`config.mk`:
```
export PLATFORM = sky130hd
export DESIGN_NAME = pocs_wmul
export DESIGN_NICKNAME = d
export VERILOG_FILES = /design/src/sv/pocs_wmul.sv
export SDC_FILE = /design/constraint.sdc
export NUM_CORES = 2
export LEC_CHECK = 0
export ABC_CLOCK_PERIOD_IN_PS = 9900
export BUFFER_PORTS_ARGS = -buffer_cell sky130_fd_sc_hd__buf_2
export CAP_MARGIN = 5
export CORE_UTILIZATION = 35
export CTS_CLUSTER_SIZE = 40
export DETAILED_ROUTE_END_ITERATION = 16
export MAX_ROUTING_LAYER = met4
export SLEW_MARGIN = 30
export SYNTH_ARGS = -nofsm -noshare
export SYNTH_HDL_FRONTEND = slang
export SYNTH_SLANG_ARGS = --single-unit
```
`constraint.sdc`:
```
create_clock -name clock -period 9.9 [get_ports clock]
set_input_delay 1.98 -clock clock [delete_from_list [all_inputs] [get_ports clock]]
set_output_delay 1.98 -clock clock [all_outputs]
set_load 0.05 [all_outputs]
```
`src/sv/pocs_wmul.sv`:
```
// unsigned 2H x 2H product from four H x H partials, two register stages
module pocs_wmul #(
   parameter int HW = 16
) (
   input  logic              clock,
   input  logic              en_part,
   input  logic              en_sum,
   input  logic [2*HW-1:0]   x,
   input  logic [2*HW-1:0]   y,
   output logic [4*HW-1:0]   p
);

   logic [2*HW-1:0] hh_ff, hl_ff, lh_ff, ll_ff;
   logic [4*HW-1:0] p_ff, p_in;

   always_ff @(posedge clock) begin
      if (en_part) begin
         hh_ff <= x[2*HW-1:HW] * y[2*HW-1:HW];
         hl_ff <= x[2*HW-1:HW] * y[HW-1:0];
         lh_ff <= x[HW-1:0] * y[2*HW-1:HW];
         ll_ff <= x[HW-1:0] * y[HW-1:0];
      end
   end

   always_comb begin
      p_in = {hh_ff, ll_ff}
           + {{HW{1'b0}}, hl_ff, {HW{1'b0}}}
           + {{HW{1'b0}}, lh_ff, {HW{1'b0}}};
   end

   always_ff @(posedge clock) begin
      if (en_sum) begin
         p_ff <= p_in;
      end
   end

   assign p = p_ff;

endmodule

```
# Yosys cells after proc, flatten, opt, wreduce, memory -nomap -nowiden
# Cells that the tools add are included.
op_classes:
  add_sub_neg: 2
  mul: 4
op_table:
  columns: ["op", "count"]
  rows:
  - ["$add A64 B48 Y64", 2]
  - ["$mul A16 B16 Y32", 4]
word_totals:
  ff_bits: 192
  inputBits: 67
  output_inout_bits: 64
  wordCells: 11

# Depth between registers and ports, before layout
logic_depth:
  depth_word: 2
  mapped_depth: 25

# Least setup slack after synthesis
# No wires, ideal clock.
synth_timing:
  path_type: "input-to-reg"
  startpoint: "in y[17]"
  endpoint: "reg hh_ff[30] (data pin)"
  setup_time_ns: 0.259
  t_arrival_ns: 7.669
  required_ns: 9.641
  setup_slack_ns: 1.972
  path_stages: 22
  n_path_buf: 1
  path_cell_list: "clkbuf_1 nand2_1 fa_1 fa_1 fa_1 fa_1 inv_1 fa_1 inv_1 fa_1 inv_1 ha_1 a21o_1 a21oi_1 o31a_1 a21o_1 a31oi_1 a2111oi_2 a21oi_1 o41ai_2 nor3_1 a211o_1"
synth_between:
  elab_chain_len: 1
synth_lines:
  columns: ["element", "line_no", "rtl"]
  rows:
  - ["start: declaration", "9", "input logic [2*HW-1:0] y,"]
  - ["$mul A16 B16 Y32", "18", "hh_ff <= x[2*HW-1:HW] * y[2*HW-1:HW];"]
  - ["end signal: assignment", "18", null]
  - ["end: declaration", "13", "logic [2*HW-1:0] hh_ff, hl_ff, lh_ff, ll_ff;"]
# No other way between the ends.
# A chain may end at the register's enable or synchronous reset.

# Worst setup path after layout
layout_timing:
  startpoint: "in y[1]"
  endpoint: "reg ll_ff[28] (data pin)"
layout_between:
  elab_chain_len: 1
layout_lines:
  columns: ["element", "line_no", "rtl"]
  rows:
  - ["$mul A16 B16 Y32", "21", "ll_ff <= x[HW-1:0] * y[HW-1:0];"]
  - ["end signal: assignment", "21", null]
  - ["end: declaration", "13", null]
# No other way between the ends.

==> summary.md <==
| Metric | Value |
|---|---|
| GP Congestion | 0.892 |
| Final Hold Viols | 0 |
| CP Capture Point | ll_ff[28] |
| Initial drt markers | 1525 |
| Post-route clock period utilization | 85.1% |
| Reg area | 5770 um2 |
| DIE AREA | 121000 um2 |
| Num rows | 126 |
| CP startpoint | y[1] |
| Mux cell area share after synthesis | 0% |
| Max cap viols | 0 |
| Final HPWL DP | 87500 um |
| CTS Buffer Depth | 2 |
| Post-Synthesis Cell Area | 41900 um2 |
| FILL cells | 11907 |
| Setup_tns | 0 ns |
| Vias in the first global route | 31556 |
| Max frequency | 119 MHz |
| Number of synthesized flops with an enable pin | 192 |
| # port buffers | 130 |
| CTS Sinks | 192 |
| Chip height | 348 um |
| DRT Pass-1 Iters | 5 |
| Core area | 118000 um2 |
| Initial core utilization | 35.4% |
| Netlist cell types | 67 |
| Worst path required time | 10.18 ns |
| Slew Limit Fails | 0 |
| Nets | 5726 |
| Share of cells above drive strength 1 | 5.30% |
| CTS H-Tree Depth | 4 |
| Seq/Total Area, Yosys | 13.8% |
| Mapped Cells | 4397 |
| Syn. warnings | 0 |
| I/O Pins | 131 |
| Post-synthesis simple-gate area fraction | 14.9% |
| Die W | 348 um |
| Area Growth Syn to Fin | 6.98% |
| Largest family of logic cells by synthesized area | adder cells |
| CP max FO | 32 |
| Worst Hold Launch | ll_ff[5] |
| Total gr overflow | 0 |
| Cts hold-fix bufs | 0 |
| Setup violations, final | 0 |
| RSZ-0062 raised after global routing | false |
| Slew @ Worst Pin | 0.945 ns |
| Combined area of the multi-input logic cells | 31800 um2 |
| CTS tree | built |
| Hold Path Stages | 0 |
| Tmin final | 8.43 ns |
| R2R Path End | p[63] |
| Gates resized, CTS repair | 0 |
| Worst Setup Start Kind | input pin |
| FFs w/ async S/R, synth | 0% |
| GRT Total Usage | 19.7% |
| Critical Path End Type | flip-flop |
| Initial antenna violation count | 1 |
| ANT nets after route | 0 |
| WP data arrival | 8.71 ns |
| First-pass GRT wire length | 179000 um |
| Main synth FF type | edfxtp_1 |
| Total clock buffers created by CTS | 17 |
| Leading cell types in the layout, fill and taps excluded | inv_1, fa_1, nand2_1 |
| Worst-Skew Late Latency | 0.54 ns |
| Per-cell routed wire length | 18.5 um |
| Mean post-synth cell area | 9.53 um2 |
| Clk Tree Root Cell | clkbuf_16 |
| Fin util | 37.9% |
| Reg2reg setup slack | 4.57 ns |
| WS Path Type | input pin to flip-flop |
| Clock-pin slew on the worst setup and hold paths | 0.09 ns |
| Pin count of the biggest net entering global routing | 57 |
| Residual DRC | 0 |
| Worst R2R Start | hl_ff[1] |
| Status | finished, final reports clean |
| Reg2reg path depth | 15 |
| #FFs+latches synth | 192 |
| Post-CTS Setup Bufs | 0 |
| Hold crit path type | flip-flop to flip-flop |
| Vias per inst | 4.88 |
| Post-synthesis compound-gate area fraction | 5.77% |
| Layout Skew | 0.0290 ns |
| Slew HR | 37.0% |
| Post-Synth XOR/XNOR Area | 3.24% |
| Vias post-DR | 29384 |
| Post-synthesis adder-cell area fraction | 52.0% |
| Syn_nets | 5721 |
| Routed wire length | 112000 um |
| Commonest non-fill, non-tap cell in the layout | inv_1 |
worst min-delay path by stage:
stage                     endpoint  slack, ns
after CTS                     p[5]       0.42
after floorplan               p[0]       0.40
final                         p[5]       0.42
after detailed placement      p[3]       0.40
after global routing          p[9]       0.43
after global placement        p[0]       0.40
area by class of cell:
class,count,share of cell area (%)
multi-input combinational,3060,71.0
sequential,192,12.9
timing repair buffer,184,2.40
clock buffer,17,0.949
inverter,947,7.93
antenna,1,0.00558
clock inverter,15,0.360
tap,1600,4.47
worst max-delay path, stage by stage:
cell and delay [ns]:
buf_2 0.64, nand2_1 0.18, fa_1 0.56, inv_1 0.05, fa_1 0.53, ha_1 0.13
inv_1 0.04, fa_1 0.47, fa_1 0.54, inv_1 0.05, fa_1 0.44, ha_1 0.34
o21a_1 0.21, o21ai_1 0.32, nand2b_1 0.10, a31oi_1 0.26, nor3b_1 0.51, o41ai_1 0.18
buf_4 0.17, or4_1 0.43, a31oi_1 0.30, o21ai_1 0.12, xor2_1 0.14
flip-flops by register name, summed over array words and instances, names as in the netlist:
register	cells
p	64
hh_ff	32
hl_ff	32
lh_ff	32
ll_ff	32
synthesized netlist by cell type, types with 3 or more instances:
library cell / number / share of area (%)
a2111oi_0: 4 / 0.084
a211o_1: 3 / 0.063
a211oi_1: 19 / 0.34
a21o_1: 57 / 1.0
a21oi_1: 127 / 1.5
a31o_2: 3 / 0.063
a31oi_1: 10 / 0.15
and2_1: 473 / 7.1
and3_1: 12 / 0.18
and4_1: 4 / 0.084
clkbuf_1: 197 / 1.8
edfxtp_1: 192 / 14
fa_1: 809 / 39
ha_1: 448 / 13
inv_1: 947 / 8.5
nand2_1: 612 / 5.5
nand2b_1: 20 / 0.30
nand3_1: 28 / 0.33
nand4_1: 9 / 0.13
nor2_1: 75 / 0.67
nor2b_1: 8 / 0.12
nor3_1: 16 / 0.19
nor4_1: 8 / 0.12
o211ai_1: 4 / 0.072
o21a_1: 22 / 0.39
o21ai_0: 48 / 0.57
o21ai_1: 11 / 0.13
o21bai_1: 19 / 0.34
o22ai_1: 3 / 0.045
o31a_1: 5 / 0.10
o31ai_1: 4 / 0.072
o41ai_1: 4 / 0.084
xnor2_1: 108 / 2.3
xor2_1: 47 / 0.98
metrics by stage:
| stage | hold slack (ns) | area [um2] | instances | worst slack [ns] |
|---|---|---|---|---|
| 6_report | 0.415 | 44800 | 6016 | 1.47 |
| 3_3_place_gp | 0.403 | 44200 | 5983 | 1.05 |
| 2_1_floorplan | 0.400 | 41900 | 4397 | 1.97 |
| 4_1_cts | 0.418 | 44800 | 6015 | 1.53 |
| 5_1_grt | 0.431 | 44800 | 6016 | 1.17 |
| 3_5_place_dp | 0.405 | 44200 | 5983 | 0.906 |
kinds of logic after synthesis:
| family | count (synthesis) |
|---|---|
| flops | 192 |
| fa+ha+maj | 1257 |
| xor+xnor | 155 |
| compound gates | 369 |
| simple gates | 1279 |
| buf+inv | 1145 |
metal layers:
layer | track usage (%) | wire [um]
met2 | 32.5 | 54300
met3 | 2.37 | 5280
met1 | 25.7 | 49300
met4 | 5.35 | 2660
met5 | - | 0
Power is not shown: default switching activity piles up to over one toggle a cycle in this logic, so the estimate is an artifact.
