$ cat config.mk
export PLATFORM = sky130hd
export DESIGN_NAME = pocs_digit
export DESIGN_NICKNAME = d
export VERILOG_FILES = /design/src/sv/pocs_pkg.sv /design/src/sv/pocs_digit.sv
export SDC_FILE = /design/constraint.sdc
export NUM_CORES = 2
export LEC_CHECK = 0
export BUFFER_PORTS_ARGS = -buffer_cell sky130_fd_sc_hd__buf_2
export CAP_MARGIN = 40
export CORE_AREA = 8 8 380 382
export CTS_CLUSTER_SIZE = 14
export DETAILED_ROUTE_END_ITERATION = 10
export DIE_AREA = 0 0 388 390
export SKIP_LAST_GASP = 1
export SLEW_MARGIN = 0
export SYNTH_ARGS = -nofsm -noshare
export SYNTH_HDL_FRONTEND = slang
export SYNTH_SLANG_ARGS = --single-unit
$ cat constraint.sdc
create_clock -name clock -period 5.85 [get_ports clock]
set_input_delay 0.8775 -clock clock [delete_from_list [all_inputs] [get_ports clock]]
set_output_delay 0.8775 -clock clock [all_outputs]
set_load 0.01 [all_outputs]
$ cat src/sv/pocs_pkg.sv
package pocs_pkg;

   typedef struct packed {
      logic last;
      logic zero;
      logic neg_re;
      logic neg_im;
   } side_type;

endpackage

$ cat src/sv/pocs_digit.sv
// one quotient bit of the normalising root, both lanes
// residual r = L - x^2*ab, t = x*ab, with x = 2k-1
module pocs_digit #(
   parameter int W = 16,
   parameter int J = 0
) (
   input  logic                       clock,
   input  logic                       en,
   input  pocs_pkg::side_type         side_in,
   input  logic [4*W-1:0]             ab_in,
   input  logic signed [6*W+1:0]      r_re_in,
   input  logic signed [6*W+1:0]      t_re_in,
   input  logic [W-2:0]               k_re_in,
   input  logic signed [6*W+1:0]      r_im_in,
   input  logic signed [6*W+1:0]      t_im_in,
   input  logic [W-2:0]               k_im_in,
   output pocs_pkg::side_type         side_out,
   output logic [4*W-1:0]             ab_out,
   output logic signed [6*W+1:0]      r_re_out,
   output logic signed [6*W+1:0]      t_re_out,
   output logic [W-2:0]               k_re_out,
   output logic signed [6*W+1:0]      r_im_out,
   output logic signed [6*W+1:0]      t_im_out,
   output logic [W-2:0]               k_im_out
);

   localparam int RW = 6 * W + 2;

   logic signed [RW-1:0] ab_ext, ab_sq, ab_lin;
   logic signed [RW-1:0] rc_re, rc_im;
   logic signed [RW-1:0] r_re_in_v, t_re_in_v, r_im_in_v, t_im_in_v;
   logic [W-2:0]         k_re_in_v, k_im_in_v;

   pocs_pkg::side_type   side_ff;
   logic [4*W-1:0]       ab_ff;
   logic signed [RW-1:0] r_re_ff, t_re_ff, r_im_ff, t_im_ff;
   logic [W-2:0]         k_re_ff, k_im_ff;

   always_comb begin
      ab_ext = $signed({{(RW-4*W){1'b0}}, ab_in});
      ab_sq  = ab_ext <<< (2 * J + 2);
      ab_lin = ab_ext <<< (J + 1);
      rc_re  = r_re_in - (t_re_in <<< (J + 2)) - ab_sq;
      rc_im  = r_im_in - (t_im_in <<< (J + 2)) - ab_sq;
      r_re_in_v = r_re_in;
      t_re_in_v = t_re_in;
      k_re_in_v = k_re_in;
      r_im_in_v = r_im_in;
      t_im_in_v = t_im_in;
      k_im_in_v = k_im_in;
      if (!rc_re[RW-1]) begin
         r_re_in_v = rc_re;
         t_re_in_v = t_re_in + ab_lin;
         k_re_in_v[J] = 1'b1;
      end
      if (!rc_im[RW-1]) begin
         r_im_in_v = rc_im;
         t_im_in_v = t_im_in + ab_lin;
         k_im_in_v[J] = 1'b1;
      end
   end

   always_ff @(posedge clock) begin
      if (en) begin
         side_ff <= side_in;
         ab_ff   <= ab_in;
         r_re_ff <= r_re_in_v;
         t_re_ff <= t_re_in_v;
         k_re_ff <= k_re_in_v;
         r_im_ff <= r_im_in_v;
         t_im_ff <= t_im_in_v;
         k_im_ff <= k_im_in_v;
      end
   end

   assign side_out = side_ff;
   assign ab_out   = ab_ff;
   assign r_re_out = r_re_ff;
   assign t_re_out = t_re_ff;
   assign k_re_out = k_re_ff;
   assign r_im_out = r_im_ff;
   assign t_im_out = t_im_ff;
   assign k_im_out = k_im_ff;

endmodule

-- Word level (Yosys, flattened, before mapping)
Index checks and enable logic that the tools add are counted.
- multiplexer cells: 4
- add/subtract/negate cells: 6
- operators by type and width (cell ; count):
    $add A98 B66 Y98 ; 2
    $mux W98 ; 2
    $sub A98 B67 Y98 ; 2
    $sub A98 B98 Y98 ; 2
    $mux W97 ; 2
- bits of input ports: 492
- word-level logic and storage cells: 25
- output and inout bits: 490
- register bits: 490

-- Logic depth before layout (Yosys ltp)
- depth in word-level cells: 3
- gate-level depth with buffers: 20
- mapped depth without buffers: 16

-- Least setup slack after synthesis
OpenSTA, ideal clock, no wires.
- path type: input port to flip-flop
- from: in ab_in[1]
- to: reg r_re_ff[2], in the netlist r_re_out[2] (data pin)
- stages on the path: 16
- setup time: 260 ps
- buffers on the path: 3
- slack: 1216 ps
- required time: 5590 ps
- arrival time: 4374 ps
- path through: inv_1 -> fa_1 -> ha_1 -> o21a_1 -> o2111a_1 -> o311a_1 -> nor3_2 -> o21ai_1 -> o21a_2 -> a311o_1 -> a21o_1 -> nand2_2 -> buf_6 -> buf_6 -> buf_2 -> mux2_2
- longest elaborated chain between the ends: 2
- ends and longest elaborated chain (element ; RTL line ; source):
    from (decl) ; pocs_digit.sv:10 ; input logic [4*W-1:0] ab_in,
    $sub A98 B67 Y98 ; pocs_digit.sv:43 ; rc_re = r_re_in - (t_re_in <<< (J + 2)) - ab_sq;
    $mux W97 ; pocs_digit.sv:51 ; if (!rc_re[RW-1]) begin
    named net r_re_in_v[2] ; pocs_digit.sv:31 ; logic signed [RW-1:0] r_re_in_v, t_re_in_v, r_im_in_v, t_im_in_v;
    to (signal assigned) ; pocs_digit.sv:67 ; r_re_ff <= r_re_in_v;
    to (decl) ; pocs_digit.sv:36 ; logic signed [RW-1:0] r_re_ff, t_re_ff, r_im_ff, t_im_ff;
The timed path passes the listed nets, and every way through them passes these cells.
A chain may end at the register's enable or synchronous reset.

-- Worst setup path after layout
- from: in ab_in[4]
- to: reg r_im_ff[95], in the netlist r_im_out[95] (data pin)
- longest elaborated chain between the ends: 2
- ends and longest elaborated chain (element ; RTL line ; source):
    $sub A98 B67 Y98 ; pocs_digit.sv:44 ; rc_im = r_im_in - (t_im_in <<< (J + 2)) - ab_sq;
    $mux W97 ; pocs_digit.sv:56 ; if (!rc_im[RW-1]) begin
    named net r_im_in_v[95] ; pocs_digit.sv:31 ;
    to (signal assigned) ; pocs_digit.sv:70 ; r_im_ff <= r_im_in_v;
    to (decl) ; pocs_digit.sv:36 ;
The timed path passes the listed nets, and every way through them passes these cells.

==> results.tsv <==
metric	value	unit
outcome	finished, final reports clean	
crit-path leading delay family	compound AO/OA/AOI/OAI gates	
# DRC	0	
routed vias	40774	
Antenna Violating Nets Remaining	0	
hold_ws	408	ps
nets	6751	
CP max stage delay	620	ps
RSZ-0062 raised after global routing	no	
Sw Ratio	40.9	%
Final Util	38.1	%
post-synth top area share	34.3	%
Post-Syn Nets	5758	
Core Area	139000	um2
Max Slew Vio Count	0	
Post-synth ARST share	0	%
Hold Fails Final Rpt	0	
GR Layer Usage met3	6.05	%
Crit Path Max Fanout	5	
routed len/inst	25.8	um
setup bufs post-CTS	0	
Sequential Power Share	29.8	%
cells after synthesis	4752	
Hold WC Path Type	input port to flip-flop	
gr usage total	24.6	%
Layout Cells excl Fill	7630	
Net Sw Power	7.04	mW
post-synthesis register bit count	490	
Tcrit/Tclk final	91.5	%
Post-DP HPWL	167000	um
Worst Setup EP	r_im_out[95]$_DFFE_PP_	
IO Count	982	
Post-CTS Resized	0	
largest net degree at the start of global routing	121	
Critical Path Start	ab_in[4]	
GPL Wtd Cong	1.02	
Critical Path RT	6230	ps
CP most frequent cell	buf_4	
CTS buffer count	66	
Cell Chain, Critical Path	buf_2, inv_1, fa_1, ha_1, a21o_1, a211oi_1, a21o_1, o21ai_0, a211oi_1, buf_4, o31ai_1, buf_4, nand3_1, o311ai_0, buf_4, a2111oi_0, buf_4, xor2_1, o21ai_0	
antenna violations before repair	54	
Crit path buffers/inverters	6	
via/cell ratio	5.34	
crit start category	input port	
Sink Count	490	
GR peak layer	met2	
drt initial violations	3284	
Peak VDD IR	0.000218	V
Layout area overhead	23.1	%
Top FF cell, synth	edfxtp_1	
drt first pass iters	6	
Syn Std Cell Area	42900	um2
layout cells sized above 1	22.5	%
slowest CP cell	a2111oi_0	
GRT overflow	0	
Row Count	137	
met2 usage in global routing	41.5	%
CP Depth	19	
chip width	388	um
final setup vio count	0	
final WL	197000	um
H-tree depth	3	
Tightest Pin Transition	944	ps
min Tclk post-route	5350	ps
Internal Power	10.2	mW
vias in the first global route	40397	
Cells after DPL	7484	
Fin Setup TNS	0	ps
Max Cap Violations	0	
CTS tree	done	
Clk network pwr share	24.5	%
die height	390	um
cell taking the most area after synthesis	edfxtp_1	
synth top area cells	edfxtp_1 (34%), ha_1 (11%), fa_1 (6.1%)	
Synth Area per Inst	9.02	um2
first-pass GRT wire length	279000	um
PD cells	326	nW/um2
met1 usage	30.9	%
Initial Utilization	31.0	%
EDFF count, synth	490	
CTS Buffer Depth	3	
Setup Crit Path Kind	input port to flip-flop	
Yosys warning count	0	
worst endpoint data arrival time	5730	ps
post-synthesis sequential area ratio	34.3	%
max_slew headroom	36.4	%
Reg clk slew, reported paths	60	ps
CTS Hold Bufs	0	
die area	151000	um2
Distinct cells, synth	91	
Leak Pwr	24.0	nW
clk root buf	clkbuf_16	
input/output buffers	981	
Worst Setup End Kind	flip-flop	
Fmax	0.187	GHz
combinational share of power	45.7	%
fillers	14303	
==> Yosys cell counts (all sizes together), types with 12 or more instances <==
master / number
nor2: 185
xnor2: 205
a221oi: 23
a31o: 12
xor2: 165
a21o: 217
nand2: 580
edfxtp: 490
a21boi: 23
o21bai: 68
nor4: 22
a211oi: 29
o21ai: 484
or3: 17
o31ai: 23
nor2b: 19
and2: 16
nor3: 57
a21oi: 404
nand3: 78
nand4: 131
buf: 47
clkbuf: 165
ha: 384
o211ai: 16
nand2b: 27
a31oi: 25
mux2: 12
and3: 46
o21a: 39
fa: 130
inv: 471
==> flip-flops by register name (all words and copies together), names as in the netlist <==
signal / flops
ab_out: 64
k_im_out: 15
k_re_out: 15
r_im_out: 98
r_re_out: 98
side_out: 4
t_im_out: 98
t_re_out: 98
==> final cells by class <==
| class | count | area, um2 | area share, % |
|---|---|---|---|
| clock buffer | 81 | 1750 | 3.32 |
| clock inverter | 32 | 405 | 0.768 |
| timing repair buffer | 1137 | 6260 | 11.9 |
| multi-input combinational | 3579 | 25500 | 48.4 |
| tap | 1807 | 2260 | 4.28 |
| antenna | 33 | 82.6 | 0.156 |
| sequential | 490 | 14700 | 27.9 |
| inverter | 471 | 1770 | 3.35 |
==> placed cells by master (no fill, tap or decap), drive strengths merged, types with 17 or more instances in the layout <==
cell / count
nor2b: 19
a221oi: 23
diode: 33
a21o: 217
nand4: 131
clkbuf: 81
nand3: 78
o21bai: 68
and3: 46
nor4: 22
nand2b: 27
nor3: 57
a31oi: 25
edfxtp: 490
xnor2: 205
o21ai: 484
buf: 1137
a211oi: 29
ha: 384
a21boi: 23
nand2: 580
o31ai: 23
nor2: 185
fa: 130
xor2: 165
inv: 477
or3: 17
a21oi: 404
o21a: 39
==> how the worst min path moves through the flow <==
stage | start | to | cells past startpoint
CTS | k_im_in[3] | k_im_out[3]$_DFFE_PP_ | 1
detailed placement | k_re_in[14] | k_re_out[14]$_DFFE_PP_ | 1
global route | k_re_in[6] | k_re_out[6]$_DFFE_PP_ | 1
floorplan | ab_in[0] | ab_out[0]$_DFFE_PP_ | 0
global placement | k_im_in[11] | k_im_out[11]$_DFFE_PP_ | 1
finish | k_im_in[8] | k_im_out[8]$_DFFE_PP_ | 1
==> logic make-up after synthesis <==
group | synth area share [%]
simple gates | 13.2
fa+ha+maj | 17.3
flops | 34.3
xor+xnor | 7.56
mux | 0.338
compound gates | 21.2
buf+inv | 6.17
==> stage by stage <==
step / setup slack, ps / power, mW / cell area, um2
5_1_grt: 373 / 18.1 / 52700
3_5_place_dp: -106 / 13.0 / 50500
6_report: 498 / 17.2 / 52800
2_1_floorplan: 1220 / 9.48 / 42900
4_1_cts: 603 / 17.3 / 52700
3_3_place_gp: -576 / 12.9 / 50500
==> routing by layer <==
metal / part of all wire (%) / up-vias
met3: 8.2 / 266
met5: 0.054 / -
met1: 41 / 19803
met2: 47 / 1634
li1: - / 19055
met4: 3.2 / 16
==> power by group through the flow <==
stage | registers [mW] | logic, mW | clock network (mW)
6_report | 5.13 | 7.85 | 4.21
5_1_grt | 5.18 | 8.50 | 4.44
4_1_cts | 5.13 | 7.82 | 4.34
3_5_place_dp | 5.18 | 7.77 | 0
3_3_place_gp | 5.19 | 7.76 | 0
2_1_floorplan | 5.49 | 3.99 | 0
No activity file was read; power rests on OpenSTA's default activity.
